[config.mk]
export PLATFORM = sky130hd
export DESIGN_NAME = rtc_seconds_counter_with_alarm_top
export DESIGN_NICKNAME = d
export VERILOG_FILES = /design/src/rtl/rtc_alm_pkg.sv /design/src/rtl/rtc_seconds_counter_with_alarm_top.sv
export SDC_FILE = /design/constraint.sdc
export NUM_CORES = 1
export LEC_CHECK = 0
export ABC_AREA = 0
export BUFFER_PORTS_ARGS = -buffer_cell sky130_fd_sc_hd__buf_2
export CAP_MARGIN = 10
export CORE_UTILIZATION = 45
export DETAILED_ROUTE_END_ITERATION = 7
export HOLD_SLACK_MARGIN = 0.02
export PLACE_DENSITY = 0.63
export SETUP_SLACK_MARGIN = 0.4
export SKIP_CTS_REPAIR_TIMING = 1
export SYNTH_ARGS = -nofsm -noshare
export SYNTH_HDL_FRONTEND = slang
export SYNTH_SLANG_ARGS = --single-unit
[constraint.sdc]
create_clock -name clk -period 5.5 [get_ports clk]
set_input_delay 0.55 -clock clk [delete_from_list [all_inputs] [get_ports clk]]
set_output_delay 0.55 -clock clk [all_outputs]
set_load 0.02 [all_outputs]
[src/rtl/rtc_alm_pkg.sv]
`timescale 1ns / 1ps

package rtc_alm_pkg;

  // timing and register map
  localparam int unsigned TICKS_PER_SECOND = 1000000;
  localparam int unsigned SUB_W            = 20;
  localparam logic [7:0]  TIME_REG_ADDR    = 8'd0;
  localparam logic [7:0]  ALARM_REG_ADDR   = 8'd1;
  localparam logic [7:0]  STATUS_REG_ADDR  = 8'd2;

  // bytes needed for a full data write (pointer plus four data bytes)
  localparam logic [7:0]  FULL_WRITE_BYTES = 8'd5;
  // read buffer sizes
  localparam logic [7:0]  TIME_READ_BYTES   = 8'd4;
  localparam logic [7:0]  STATUS_READ_BYTES = 8'd1;

  // command codes
  localparam logic [1:0]  CMD_TICK  = 2'd0;
  localparam logic [1:0]  CMD_WRITE = 2'd1;
  localparam logic [1:0]  CMD_READ  = 2'd2;

  // reply codes
  localparam logic [1:0]  RPL_ACK       = 2'd0;
  localparam logic [1:0]  RPL_ADDR_NACK = 2'd1;
  localparam logic [1:0]  RPL_DATA_NACK = 2'd2;
  localparam logic [1:0]  RPL_NONE      = 2'd3;

  // read byte counts
  localparam logic [2:0]  RCNT_NONE   = 3'd0;
  localparam logic [2:0]  RCNT_STATUS = 3'd1;
  localparam logic [2:0]  RCNT_TIME   = 3'd4;

  localparam logic [15:0] REJ_MAX = 16'hFFFF;

  typedef struct packed {
    logic [1:0]  command;
    logic [7:0]  reg_address;
    logic [7:0]  byte_count;
    logic [31:0] write_value;
  } in_t;

  typedef struct packed {
    logic [1:0]  reply_code;
    logic [2:0]  read_count;
    logic [31:0] read_data;
    logic        irq_raise;
    logic [15:0] rejected_count;
  } out_t;

endpackage

[src/rtl/rtc_seconds_counter_with_alarm_top.sv]
`timescale 1ns / 1ps

// channel   direction  handshake           payload
// in_       input      in_valid/in_ready   in_data  (rtc_alm_pkg::in_t)
// out_      output     out_valid/out_ready out_data (rtc_alm_pkg::out_t)
//
// one request per cycle sustained while results are not stalled
// stage one is the input register, stage two the result register; the clock
// state is updated as a request moves from stage one into stage two
// a stalled result holds stage two; stage one keeps accepting until it is full
// synchronous active-low reset clears the clock state and both valid flags

module rtc_seconds_counter_with_alarm_top
  import rtc_alm_pkg::*;
(
  input  logic clk,
  input  logic rst_n,
  input  logic in_valid,
  output logic in_ready,
  input  in_t  in_data,
  output logic out_valid,
  input  logic out_ready,
  output out_t out_data
);

  // pipeline registers
  logic s1_valid_r;
  in_t  s1_data_r;
  logic out_valid_r;
  out_t out_data_r;

  // clock state
  logic [31:0]      seconds_r,    seconds_nxt;
  logic [SUB_W-1:0] sub_r,        sub_nxt;
  logic             tvalid_r,     tvalid_nxt;
  logic [31:0]      alarm_r,      alarm_nxt;
  logic             pending_r,    pending_nxt;
  logic             fired_r,      fired_nxt;
  logic [7:0]       pointer_r,    pointer_nxt;
  logic [15:0]      rej_r,        rej_nxt;
  out_t             result_nxt;

  logic             s1_adv;
  logic             in_acc;
  logic [SUB_W:0]   sub_inc;
  logic             sec_wrap;
  logic [31:0]      sec_tick;

  assign s1_adv   = s1_valid_r && (!out_valid_r || out_ready);
  assign in_ready = !s1_valid_r || s1_adv;
  assign in_acc   = in_valid && in_ready;

  assign out_valid = out_valid_r;
  assign out_data  = out_data_r;

  // tick arithmetic
  assign sub_inc  = {1'b0, sub_r} + {{SUB_W{1'b0}}, 1'b1};
  assign sec_wrap = sub_inc >= (SUB_W + 1)'(TICKS_PER_SECOND);
  assign sec_tick = sec_wrap ? seconds_r + 32'd1 : seconds_r;

  // per-request state update and result
  always_comb begin
    seconds_nxt = seconds_r;
    sub_nxt     = sub_r;
    tvalid_nxt  = tvalid_r;
    alarm_nxt   = alarm_r;
    pending_nxt = pending_r;
    fired_nxt   = fired_r;
    pointer_nxt = pointer_r;
    rej_nxt     = rej_r;

    result_nxt.reply_code = RPL_NONE;
    result_nxt.read_count = RCNT_NONE;
    result_nxt.read_data  = 32'd0;
    result_nxt.irq_raise  = 1'b0;

    case (s1_data_r.command)
      CMD_TICK: begin
        if (tvalid_r) begin
          sub_nxt     = sec_wrap ? '0 : sub_inc[SUB_W-1:0];
          seconds_nxt = sec_tick;
          if (pending_r && !fired_r && (sec_tick >= alarm_r)) begin
            fired_nxt            = 1'b1;
            pending_nxt          = 1'b0;
            result_nxt.irq_raise = 1'b1;
          end
        end
      end
      CMD_WRITE: begin
        if (s1_data_r.byte_count == 8'd0) begin
          result_nxt.reply_code = RPL_ADDR_NACK;
        end else begin
          pointer_nxt           = s1_data_r.reg_address;
          result_nxt.reply_code = RPL_ACK;
          if (s1_data_r.reg_address == TIME_REG_ADDR) begin
            if (s1_data_r.byte_count >= FULL_WRITE_BYTES) begin
              seconds_nxt = s1_data_r.write_value;
              sub_nxt     = '0;
              tvalid_nxt  = 1'b1;
            end
          end else if (s1_data_r.reg_address == ALARM_REG_ADDR) begin
            if (s1_data_r.byte_count >= FULL_WRITE_BYTES) begin
              // an alarm not in the future is refused once the time is set
              if (tvalid_r && (s1_data_r.write_value <= seconds_r)) begin
                result_nxt.reply_code = RPL_DATA_NACK;
                if (rej_r != REJ_MAX) begin
                  rej_nxt = rej_r + 16'd1;
                end
              end else begin
                alarm_nxt   = s1_data_r.write_value;
                pending_nxt = 1'b1;
                fired_nxt   = 1'b0;
              end
            end
          end else if (s1_data_r.reg_address != STATUS_REG_ADDR) begin
            result_nxt.reply_code = RPL_DATA_NACK;
          end
        end
      end
      CMD_READ: begin
        if (pointer_r == TIME_REG_ADDR) begin
          if (s1_data_r.byte_count >= TIME_READ_BYTES) begin
            result_nxt.read_count = RCNT_TIME;
            result_nxt.read_data  = seconds_r;
          end
        end else if (pointer_r == STATUS_REG_ADDR) begin
          if (s1_data_r.byte_count >= STATUS_READ_BYTES) begin
            result_nxt.read_count = RCNT_STATUS;
            result_nxt.read_data  = {31'd0, fired_r};
          end
        end
      end
      default: begin
      end
    endcase

    result_nxt.rejected_count = rej_nxt;
  end

  // input register
  always_ff @(posedge clk) begin
    if (!rst_n) begin
      s1_valid_r <= 1'b0;
    end else if (in_ready) begin
      s1_valid_r <= in_valid;
    end
    if (in_acc) begin
      s1_data_r <= in_data;
    end
  end

  // result register
  always_ff @(posedge clk) begin
    if (!rst_n) begin
      out_valid_r <= 1'b0;
    end else if (s1_adv) begin
      out_valid_r <= 1'b1;
    end else if (out_ready) begin
      out_valid_r <= 1'b0;
    end
    if (s1_adv) begin
      out_data_r <= result_nxt;
    end
  end

  // clock state registers
  always_ff @(posedge clk) begin
    if (!rst_n) begin
      seconds_r <= '0;
      sub_r     <= '0;
      tvalid_r  <= 1'b0;
      alarm_r   <= '0;
      pending_r <= 1'b0;
      fired_r   <= 1'b0;
      pointer_r <= '0;
      rej_r     <= '0;
    end else if (s1_adv) begin
      seconds_r <= seconds_nxt;
      sub_r     <= sub_nxt;
      tvalid_r  <= tvalid_nxt;
      alarm_r   <= alarm_nxt;
      pending_r <= pending_nxt;
      fired_r   <= fired_nxt;
      pointer_r <= pointer_nxt;
      rej_r     <= rej_nxt;
    end
  end

endmodule

==> results of run 1 <==
## worst paths after layout
path,start,end,slack (ps)
max reg2reg,sub_r[3],pending_r,580
max,sub_r[3],pending_r,580
min reg2reg,alarm_r[23],alarm_r[23],490
min,in_data[8],s1_data_r[8],190
## metrics by stage
step	hold WS [ps]	setup slack, ps	cell area, µm²
floorplan	461	670	11600
global placement	475	298	12500
detailed placement	484	160	12500
CTS	167	121	13400
global route	178	388	13500
finish	194	576	13500
## power by group through the flow
stage	logic (W)	clock network (W)	registers [W]
4_1_cts	0.000214	0.00182	0.00176
3_5_place_dp	0.000213	0	0.00180
2_1_floorplan	0.000115	0	0.00180
3_3_place_gp	0.000209	0	0.00179
5_1_grt	0.000238	0.00187	0.00176
6_report	0.000215	0.00177	0.00176
## cells in the mapped netlist (4+ instances only)
cell type / number / area (µm²)
nor2_1: 101 / 379
inv_1: 73 / 274
a211oi_1: 8 / 60.1
xnor2_1: 51 / 447
nor2b_1: 8 / 50.1
nand2_1: 74 / 278
o211ai_1: 5 / 37.5
nor4_1: 44 / 275
nand4b_1: 5 / 43.8
o22ai_1: 6 / 37.5
nand4_1: 26 / 163
nand3_1: 42 / 210
a21oi_1: 41 / 205
or2_2: 5 / 31.3
a21bo_2: 4 / 40.0
and4_1: 4 / 35.0
nor3_1: 35 / 175
ha_1: 68 / 851
and3_1: 22 / 138
mux2i_1: 47 / 470
buf_2: 10 / 50.1
nand2b_1: 10 / 62.6
a31oi_1: 12 / 75.1
o41ai_1: 5 / 43.8
nor3b_1: 8 / 60.1
and2_1: 10 / 62.6
dfxtp_1: 113 / 2260
a21o_1: 28 / 210
o221ai_1: 4 / 35.0
mux2_2: 4 / 45.0
a311oi_1: 9 / 78.8
nand3b_1: 4 / 30.0
o21ai_1: 4 / 20.0
or3_1: 12 / 75.1
clkbuf_1: 47 / 176
o21a_1: 5 / 37.5
a211o_1: 6 / 52.6
o21ai_0: 30 / 150
edfxtp_1: 103 / 3090
xor2_1: 7 / 61.3
## area by class of cell
cell class,instances,area (µm²),share of cell area
Multi-Input combinational cell,822,5780,0.427
Tap cell,330,413,0.0305
Sequential cell,216,5380,0.397
Clock inverter,18,186,0.0138
Inverter,73,274,0.0202
Clock buffer,30,718,0.0530
Timing Repair Buffer,141,792,0.0585
## logic make-up (layout without fill, tap and decap cells)
kind of cell / Yosys count / count (layout) / synth area share
AO/OA/AOI/OAI: 214 / 214 / 0.133
XOR/XNOR: 58 / 58 / 0.0439
adder cells (fa/ha/maj): 68 / 68 / 0.0735
buffers and inverters: 135 / 262 / 0.0462
flip-flops: 216 / 216 / 0.463
multiplexers: 51 / 51 / 0.0445
other: 1 / 1 / 0.000324
AND/OR/NAND/NOR: 430 / 430 / 0.196
## registers in the layout, indices dropped and copies added, names as in the netlist
register	flops
pending_r	1
out_data	53
seconds_r	32
out_valid	1
fired_r	1
sub_r	20
pointer_r	8
tvalid_r	1
alarm_r	32
s1_data_r	50
rej_r	16
s1_valid_r	1
## metal layers
layer  vias up  share of wire
met5         -              0
met1      4477           0.46
met4         0          0.035
met2       290           0.46
met3        71          0.050
li1       4553              -
==> reports/metrics.cfg, run 1 <==
[power_and_ir_drop]
vdd_drop_max_v = 0.000254
p_seq_frac = 0.470
p_int_w = 0.00288
totalPowerFinal_w = 0.00375
p_leak_nw = 5.16
p_switching_w = 0.000864
p_comb_frac = 0.057
swShare = 0.231
powerDensity_nw_per_um2 = 277
clkPwrFrac = 0.473

[die]
ioPinCount = 110
std_cell_rows = 58
coreArea_um2 = 25200
start_util = 0.460
die_w_um = 162
die_h_um = 162
die_area_um2 = 26400

[setup_path]
r2r_cells = 18
path_class = reg2reg
worstPathArrival_ps = 5350
required_ps = 5930
start_kind = flop
cp_slowest_stage_delay_ps = 600
critPathTopFamily = compound AO/OA/AOI/OAI gates
crit_top_cell = a21o_1
crit_cells = 18
crit_buf_inv = 0
cp_max_fo = 9
crit_chain = nand4_1, or4_4, nor3_1, o21ai_1, o211a_1, a211o_4, or4_4, xnor2_1, ha_1, a21o_1, a21o_1, a21o_1, a211oi_2, o21ai_1, a22o_1, a31oi_2, nand2_1, a311oi_1
cp_slowest_cell = or4_4
worstSetupEndpointType = flop

[layout]
final_cell_mix = 108 x buf_2, 103 x dfxtp_1, 103 x edfxtp_1, 100 x nor2_1, 74 x nand2_1
final_common_cell = buf_2
diodes = 0
area.growth.synth_to_final_pct = 17.0
fill_cells = 2296
drive_gt1_frac = 0.191
final_cells = 1630
fin_util = 0.538
nets = 1402

[global_route]
grt_overflow = 0
grt_pass1_wl_mm = 47.8
grt_use_met2 = 0.366
grt_busiest_layer = met2
grt_use_met1 = 0.314
antenna_found_initial = 0
grt_pass1_vias = 9010
grt_use_met3 = 0.0275
track_usage = 0.228
grt_max_degree = 57

[sta]
fmax_mhz = 203
clock-skew-final_ps = 11.1
finalMaxSlewViolations = 0
min_period_over_period = 0.895
finalSetupViolations = 0
final.setup.tns_ps = 0
final-hold-violation-count = 0
relSlewSlack = 0.342
grt_setup_unrepaired = false
tightest_slew_ps = 984
min_period_ps = 4920

[clock_tree]
cts_max_path_buffers = 3
clock_sinks = 216
clockRootBuffer = clkbuf_16
clk-insertion-delay-late_ps = 530
cts_buffers = 26
cts_tree = done
cts.clk_slew.worst_paths_ps = 60
htreeDepth = 1

[logic_synthesis]
ys_types = 80
synth-async-reset-ratio = 0
ys.flop_type = dfxtp_1
synth_fp_nets = 1295
ys_seq_area_frac = 0.463
synthCells = 1173
synth_area_um2 = 11600
yosys_warnings = 0
synth_seq_cells = 216
synth-edff-count = 103
postSynthAreaPerCell_um2 = 9.87

[placement]
dp_hpwl_mm = 20.7
placed_cells = 1578
portBuffers = 108
routabilityCongestion = 0.883

[route]
drtIter0Drc = 659
drtPass1Iterations = 5
avgRoutedWirePerCell_um = 18.3
drc = 0
postRouteAntennaNets = 0
dr_total_vias = 9391
viasPerCell = 5.76
drt-total-wl_mm = 29.9

[job]
cap_violations = 0

[run_status]
status = completed

[hold_path]
min_path_cells = 1
min-delay-path-class = in2reg

No activity file was read; power rests on OpenSTA's default activity.
==> run 2, diff against run 1 <==
--- a/config.mk
+++ b/config.mk
@@ -8,10 +8,12 @@
 export ABC_AREA = 0
 export BUFFER_PORTS_ARGS = -buffer_cell sky130_fd_sc_hd__buf_2
 export CAP_MARGIN = 10
+export CELL_PAD_IN_SITES_DETAIL_PLACEMENT = 1
+export CELL_PAD_IN_SITES_GLOBAL_PLACEMENT = 1
 export CORE_UTILIZATION = 45
 export DETAILED_ROUTE_END_ITERATION = 7
 export HOLD_SLACK_MARGIN = 0.02
-export PLACE_DENSITY = 0.63
+export PLACE_DENSITY = 0.78
 export SETUP_SLACK_MARGIN = 0.4
 export SKIP_CTS_REPAIR_TIMING = 1
 export SYNTH_ARGS = -nofsm -noshare
==> run 2 against run 1 <==
Compared with the run above: largest cell class unchanged; count of clock-buffer cells in the layout increased by 8; total power fell by 0.49%; critical endpoint unchanged; flip-flop and latch count is the same; first-iteration DRC count decreased by 6.1%; critical path type unchanged; cell area increased by 0.11%; sequential share of layout area about the same; non-clock buffer count grew 2; clock skew is 4.3 ps higher; via count up 3.8%; sequential power is essentially flat.
==> reports/metrics.cfg, run 2 (synthesis results as in run 1) <==
[hold_path]
min_path_cells = 1  ; unchanged
whs_endpoint = s1_data_r[4]
hold_start = in_data[4]
min-delay-path-class = in2reg

[global_route]
grt_use_met2 = 0.436  ; +0.0697
grt_pass1_wl_mm = 53.6  ; +12%
grt_pass1_vias = 9995  ; +11%
track_usage = 0.259  ; +0.0309
antenna_found_initial = 0  ; unchanged
grt_use_met1 = 0.331  ; +0.0173
grt_use_met3 = 0.0407  ; +0.0132
grt_busiest_layer = met2
grt_overflow = 0  ; unchanged
grt_max_degree = 55  ; -3.5%

[sta]
tightest_slew_ps = 976  ; -8.21 ps
final.setup.tns_ps = 0  ; unchanged
grt_setup_unrepaired = false
finalSetupViolations = 0  ; unchanged
min_period_ps = 4970  ; +42.5 ps
min_period_over_period = 0.903  ; +0.00773
finalMaxSlewViolations = 0  ; unchanged
final-hold-violation-count = 0  ; unchanged
fmax_mhz = 201  ; -0.86%
relSlewSlack = 0.347  ; +0.00549
clock-skew-final_ps = 15.5  ; +4.32 ps

[layout]
diodes = 0  ; unchanged
nets = 1404  ; +0.14%
final_common_cell = buf_2
area.growth.synth_to_final_pct = 17.1
largest_reg_flops = 53  ; unchanged
final_cell_mix = 108 x buf_2, 103 x edfxtp_1, 101 x dfxtp_1, 99 x nor2_1, 72 x nand2_1
seq_area_um2 = 5380  ; about the same
multi_input_area_um2 = 5820  ; +0.65%
fill_cells = 2846  ; +24%
drive_gt1_frac = 0.190  ; -0.00106

[die]
coreArea_um2 = 25200  ; unchanged
die_h_um = 162  ; unchanged
die_area_um2 = 26400  ; unchanged
start_util = 0.460  ; unchanged
ioPinCount = 110  ; unchanged
die_w_um = 162  ; unchanged
std_cell_rows = 58  ; unchanged

[setup_path]
worstPathArrival_ps = 5410  ; +60 ps
cp_max_fo = 9  ; unchanged
start_kind = flop
r2r_cells = 19  ; +1
r2r_slack_ps = 530  ; -40 ps
cp_slowest_stage_delay_ps = 560  ; -40 ps
r2r_start = sub_r[3]
path_class = reg2reg
crit_chain = nand4_1, buf_4, nor2_2, a31oi_1, or4_1, o211a_1, a211o_4, buf_4, or4_4, xnor2_1, ha_1, a21o_1, a21o_1, a21oi_2, o221ai_1, a22o_1, a31oi_4, nand2_2, a311oi_2
cp_slowest_cell = or4_4
worstSetupEndpointType = flop
required_ps = 5940  ; about the same
r2r-end = pending_r

[clock_tree]
htreeDepth = 1  ; unchanged
clockRootBuffer = clkbuf_16
cts_max_path_buffers = 3  ; unchanged
clock_sinks = 216  ; unchanged
cts.clk_slew.worst_paths_ps = 60  ; about the same
clk-insertion-delay-late_ps = 540  ; about the same
cts_tree = done
cts_buffers = 26  ; unchanged

[placement]
portBuffers = 108  ; unchanged
routabilityCongestion = 0.860  ; -2.6%
dp_hpwl_mm = 23.3  ; +13%

[route]
viasPerCell = 5.98  ; +3.7%
dr_total_vias = 9752  ; +3.8%
drc = 0  ; unchanged
drtPass1Iterations = 5  ; unchanged
postRouteAntennaNets = 0  ; unchanged
drt-total-wl_mm = 34.2  ; +15%
drtIter0Drc = 619  ; -6.1%
avgRoutedWirePerCell_um = 21.0  ; +14%

[run_status]
status = completed

[power_and_ir_drop]
vdd_drop_max_v = 0.000237  ; -6.7%
p_seq_frac = 0.472  ; +0.002
powerDensity_nw_per_um2 = 275  ; -0.60%
p_comb_frac = 0.061  ; +0.004
clkPwrFrac = 0.468  ; -0.005
p_switching_w = 0.000851  ; -1.4%
p_leak_nw = 5.15  ; -0.20%
p_int_w = 0.00288  ; -0.21%
totalPowerFinal_w = 0.00373  ; -0.49%
swShare = 0.228  ; -0.00219

[job]
cap_violations = 0  ; unchanged

==> run 2: per-layer routing <==
layer  wire, µm  vias to the layer above
met2      16600                      286
met5          0                        -
met4       1150                        0
met1      14700                     4822
li1           -                     4560
met3       1760                       84
==> run 2: power groups by stage <==
stage                     combinational [W]  clock, W  sequential [W]
final                              0.000226   0.00174         0.00176
after global routing               0.000246   0.00184         0.00176
after CTS                          0.000223   0.00177         0.00176
after detailed placement           0.000221         0         0.00179
after global placement             0.000213         0         0.00179
after floorplan                    0.000115         0         0.00180
==> run 2: worst max path at each step <==
| stage | startpoint | cells after the start | slack [ps] | to |
|---|---|---|---|---|
| floorplan | sub_r[0] | 20 | 670 | pending_r |
| global placement | sub_r[0] | 19 | 280 | pending_r |
| detailed placement | sub_r[0] | 19 | 90 | pending_r |
| CTS | sub_r[0] | 19 | 20 | pending_r |
| global route | sub_r[3] | 19 | 360 | pending_r |
| finish | sub_r[3] | 19 | 530 | pending_r |
==> run 2: cell type report <==
class,instances,share of cell area
multi-input cells,822,0.429
clock inverters,10,0.00877
flip-flops and latches,216,0.397
inverters,73,0.0202
repair buffers,143,0.0593
clock buffers,38,0.0551
well taps,330,0.0305
==> run 2: critical path: cells and delay by family (launching register included) <==
kind,cells,cell delay [ps]
compound gates,10,2130
xor+xnor,1,190
fa+ha+maj,1,270
buf+inv,2,390
flops,1,390
simple gates,5,1500
==> run 2: per-stage QoR <==
stage          utilization  instances  worst slack [ps]  hold slack [ps]  area [µm²]
5_1_grt              0.538       1632               355              173       13600
4_1_cts              0.531       1625              15.7              175       13400
2_1_floorplan            -       1173               670              461       11600
6_report             0.538       1632               533              187       13600
3_5_place_dp         0.496       1577              92.6              485       12500
3_3_place_gp         0.496       1577               283              475       12500
==> run 3, diff against run 2 <==
--- a/config.mk
+++ b/config.mk
@@ -7,9 +7,10 @@
 export LEC_CHECK = 0
 export ABC_AREA = 0
 export BUFFER_PORTS_ARGS = -buffer_cell sky130_fd_sc_hd__buf_2
-export CAP_MARGIN = 10
+export CAP_MARGIN = 20
 export CELL_PAD_IN_SITES_DETAIL_PLACEMENT = 1
 export CELL_PAD_IN_SITES_GLOBAL_PLACEMENT = 1
+export CORE_MARGIN = 1.5
 export CORE_UTILIZATION = 45
 export DETAILED_ROUTE_END_ITERATION = 7
 export HOLD_SLACK_MARGIN = 0.02
==> constraint.sdc (replaced) <==
create_clock -name clk -period 5.5 [get_ports clk]
set_input_delay 0.55 -clock clk [delete_from_list [all_inputs] [get_ports clk]]
set_output_delay 0.55 -clock clk [all_outputs]
set_load 0.05 [all_outputs]
==> run 3 against run 2 <==
Compared with the run above: final cell count is essentially flat; core utilization is 0.079 points lower; die area rose by 1.2%; total power fell by 0.62%; wire length shrank 0.55%; critical path type unchanged.
==> reports/metrics.cfg, run 3 (synthesis results as in run 1) <==
[sta]
finalSetupViolations = 0  ; unchanged
min_period_ps = 4930  ; -38.6 ps
fmax_mhz = 203  ; +0.78%
finalMaxSlewViolations = 0  ; unchanged
tightest_slew_ps = 950  ; -25.6 ps
min_period_over_period = 0.896  ; -0.00702
final-hold-violation-count = 0  ; unchanged
grt_setup_unrepaired = false
relSlewSlack = 0.364  ; +0.0171
clock-skew-final_ps = 10.2  ; -5.29 ps
final.setup.tns_ps = 0  ; unchanged

[route]
avgRoutedWirePerCell_um = 20.9  ; -0.49%
viasPerCell = 5.92  ; -0.95%
drt-total-wl_mm = 34.0  ; -0.55%
drc = 0  ; unchanged
drtPass1Iterations = 5  ; unchanged
dr_total_vias = 9653  ; -1.0%
drtIter0Drc = 654  ; +5.7%
postRouteAntennaNets = 0  ; unchanged

[layout]
final_cell_mix = 108 x buf_2, 104 x dfxtp_1, 103 x edfxtp_1, 99 x nor2_1, 72 x nand2_1
seq_area_um2 = 5380  ; -0.12%
largest_reg_flops = 53  ; unchanged
final_area_um2 = 13500  ; -0.15%
fill_cells = 2815  ; -1.1%
final_cells = 1631  ; -0.061%
diodes = 0  ; unchanged
drive_gt1_frac = 0.194  ; +0.00476
multi_input_area_um2 = 5830  ; +0.24%
nets = 1405  ; +0.071%
area.growth.synth_to_final_pct = 16.9
final_common_cell = buf_2

[clock_tree]
cts_buffers = 25  ; -3.8%
htreeDepth = 1  ; unchanged
clockRootBuffer = clkbuf_16
cts_tree = done
clk-insertion-delay-late_ps = 530  ; about the same
cts.clk_slew.worst_paths_ps = 60  ; about the same
clock_sinks = 216  ; unchanged
cts_max_path_buffers = 3  ; unchanged

[setup_path]
required_ps = 5940  ; about the same
start_kind = flop
cp_max_fo = 7  ; -2
worstSetupEndpointType = flop
path_class = reg2reg
worstPathArrival_ps = 5370  ; -40 ps

[die]
die_h_um = 163  ; +0.62%
start_util = 0.460  ; unchanged
ioPinCount = 110  ; unchanged
std_cell_rows = 58  ; unchanged
die_w_um = 163  ; +0.62%
die_area_um2 = 26700  ; +1.2%
coreArea_um2 = 25200  ; unchanged

[placement]
portBuffers = 108  ; unchanged
placed_cells = 1574  ; -0.19%
dp_hpwl_mm = 23.6  ; +1.1%
routabilityCongestion = 0.865  ; +0.62%
placed_area_um2 = 12500  ; -0.18%

[global_route]
grt_max_degree = 54  ; -1.8%
grt_overflow = 0  ; unchanged
grt_pass1_wl_mm = 53.9  ; +0.70%
track_usage = 0.256  ; -0.00329
antenna_found_initial = 0  ; unchanged
grt_pass1_vias = 9915  ; -0.80%

[hold_path]
min-delay-path-class = in2reg

[power_and_ir_drop]
powerDensity_nw_per_um2 = 274  ; -0.47%
vdd_drop_max_v = 0.000219  ; -7.4%
totalPowerFinal_w = 0.00371  ; -0.62%
p_leak_nw = 5.17  ; +0.36%

[run_status]
status = completed

[job]
cap_violations = 0  ; unchanged

## run 3: cell types whose count changed in the layout (fill, tap and decap cells not counted), sizes merged
cell    previous run  this run
clkbuf            38        35
buf              143       145
inv               73        74
clkinv             7         6
## run 3: routing by layer
layer  part of all wire  GRT usage  vias up  routed length [µm]
met5                  0          0        -                   0
met2               0.49      0.439      210               16700
met3              0.042     0.0297       73                1430
li1                   -          -     4552                   -
met1               0.44      0.332     4818               14800
met4              0.031     0.0884        0                1040
## run 3: critical path, cell delays in order (launching register included)
cell and delay [ps]:
dfxtp_4 380, nand4_1 250, buf_4 240, nor2_2 130, a31oi_1 130, or4_4 540
o211a_4 260, a211o_4 370, or4_4 450, xnor2_2 150, ha_1 290, a21o_1 190
a21o_1 170, a21o_1 180, a211oi_2 210, o21ai_1 100, a22o_1 240, a31oi_2 180
nand2_1 110, a311oi_2 260
## run 3: stage by stage
stage	util	hold WS, ps	setup slack (ps)
floorplan	-	461	670
global placement	0.495	476	268
detailed placement	0.495	485	105
CTS	0.528	177	54.2
global route	0.538	177	362
finish	0.538	196	572
## run 3: area by class of cell
type,count,share of cell area
Sequential cell,216,0.397
Clock inverter,10,0.00934
Clock buffer,35,0.0512
Tap cell,330,0.0305
Multi-Input combinational cell,822,0.431
Timing Repair Buffer,145,0.0607
Inverter,73,0.0202
## run 3: final timing paths
check	depth (start not counted)	to	slack (ps)	start
worst min register to register	2	alarm_r[16]	500	alarm_r[16]
worst max register to register	19	pending_r	570	sub_r[3]
worst max-delay path	19	pending_r	570	sub_r[3]
worst min-delay path	1	s1_data_r[28]	200	in_data[28]
## run 3: power breakdown
part | total (W) | internal, W | switching (W)
Clock | 0.00169 | 0.00102 | 0.000673
Sequential | 0.00176 | 0.00173 | 0.0000320
Combinational | 0.000258 | 0.0000746 | 0.000184
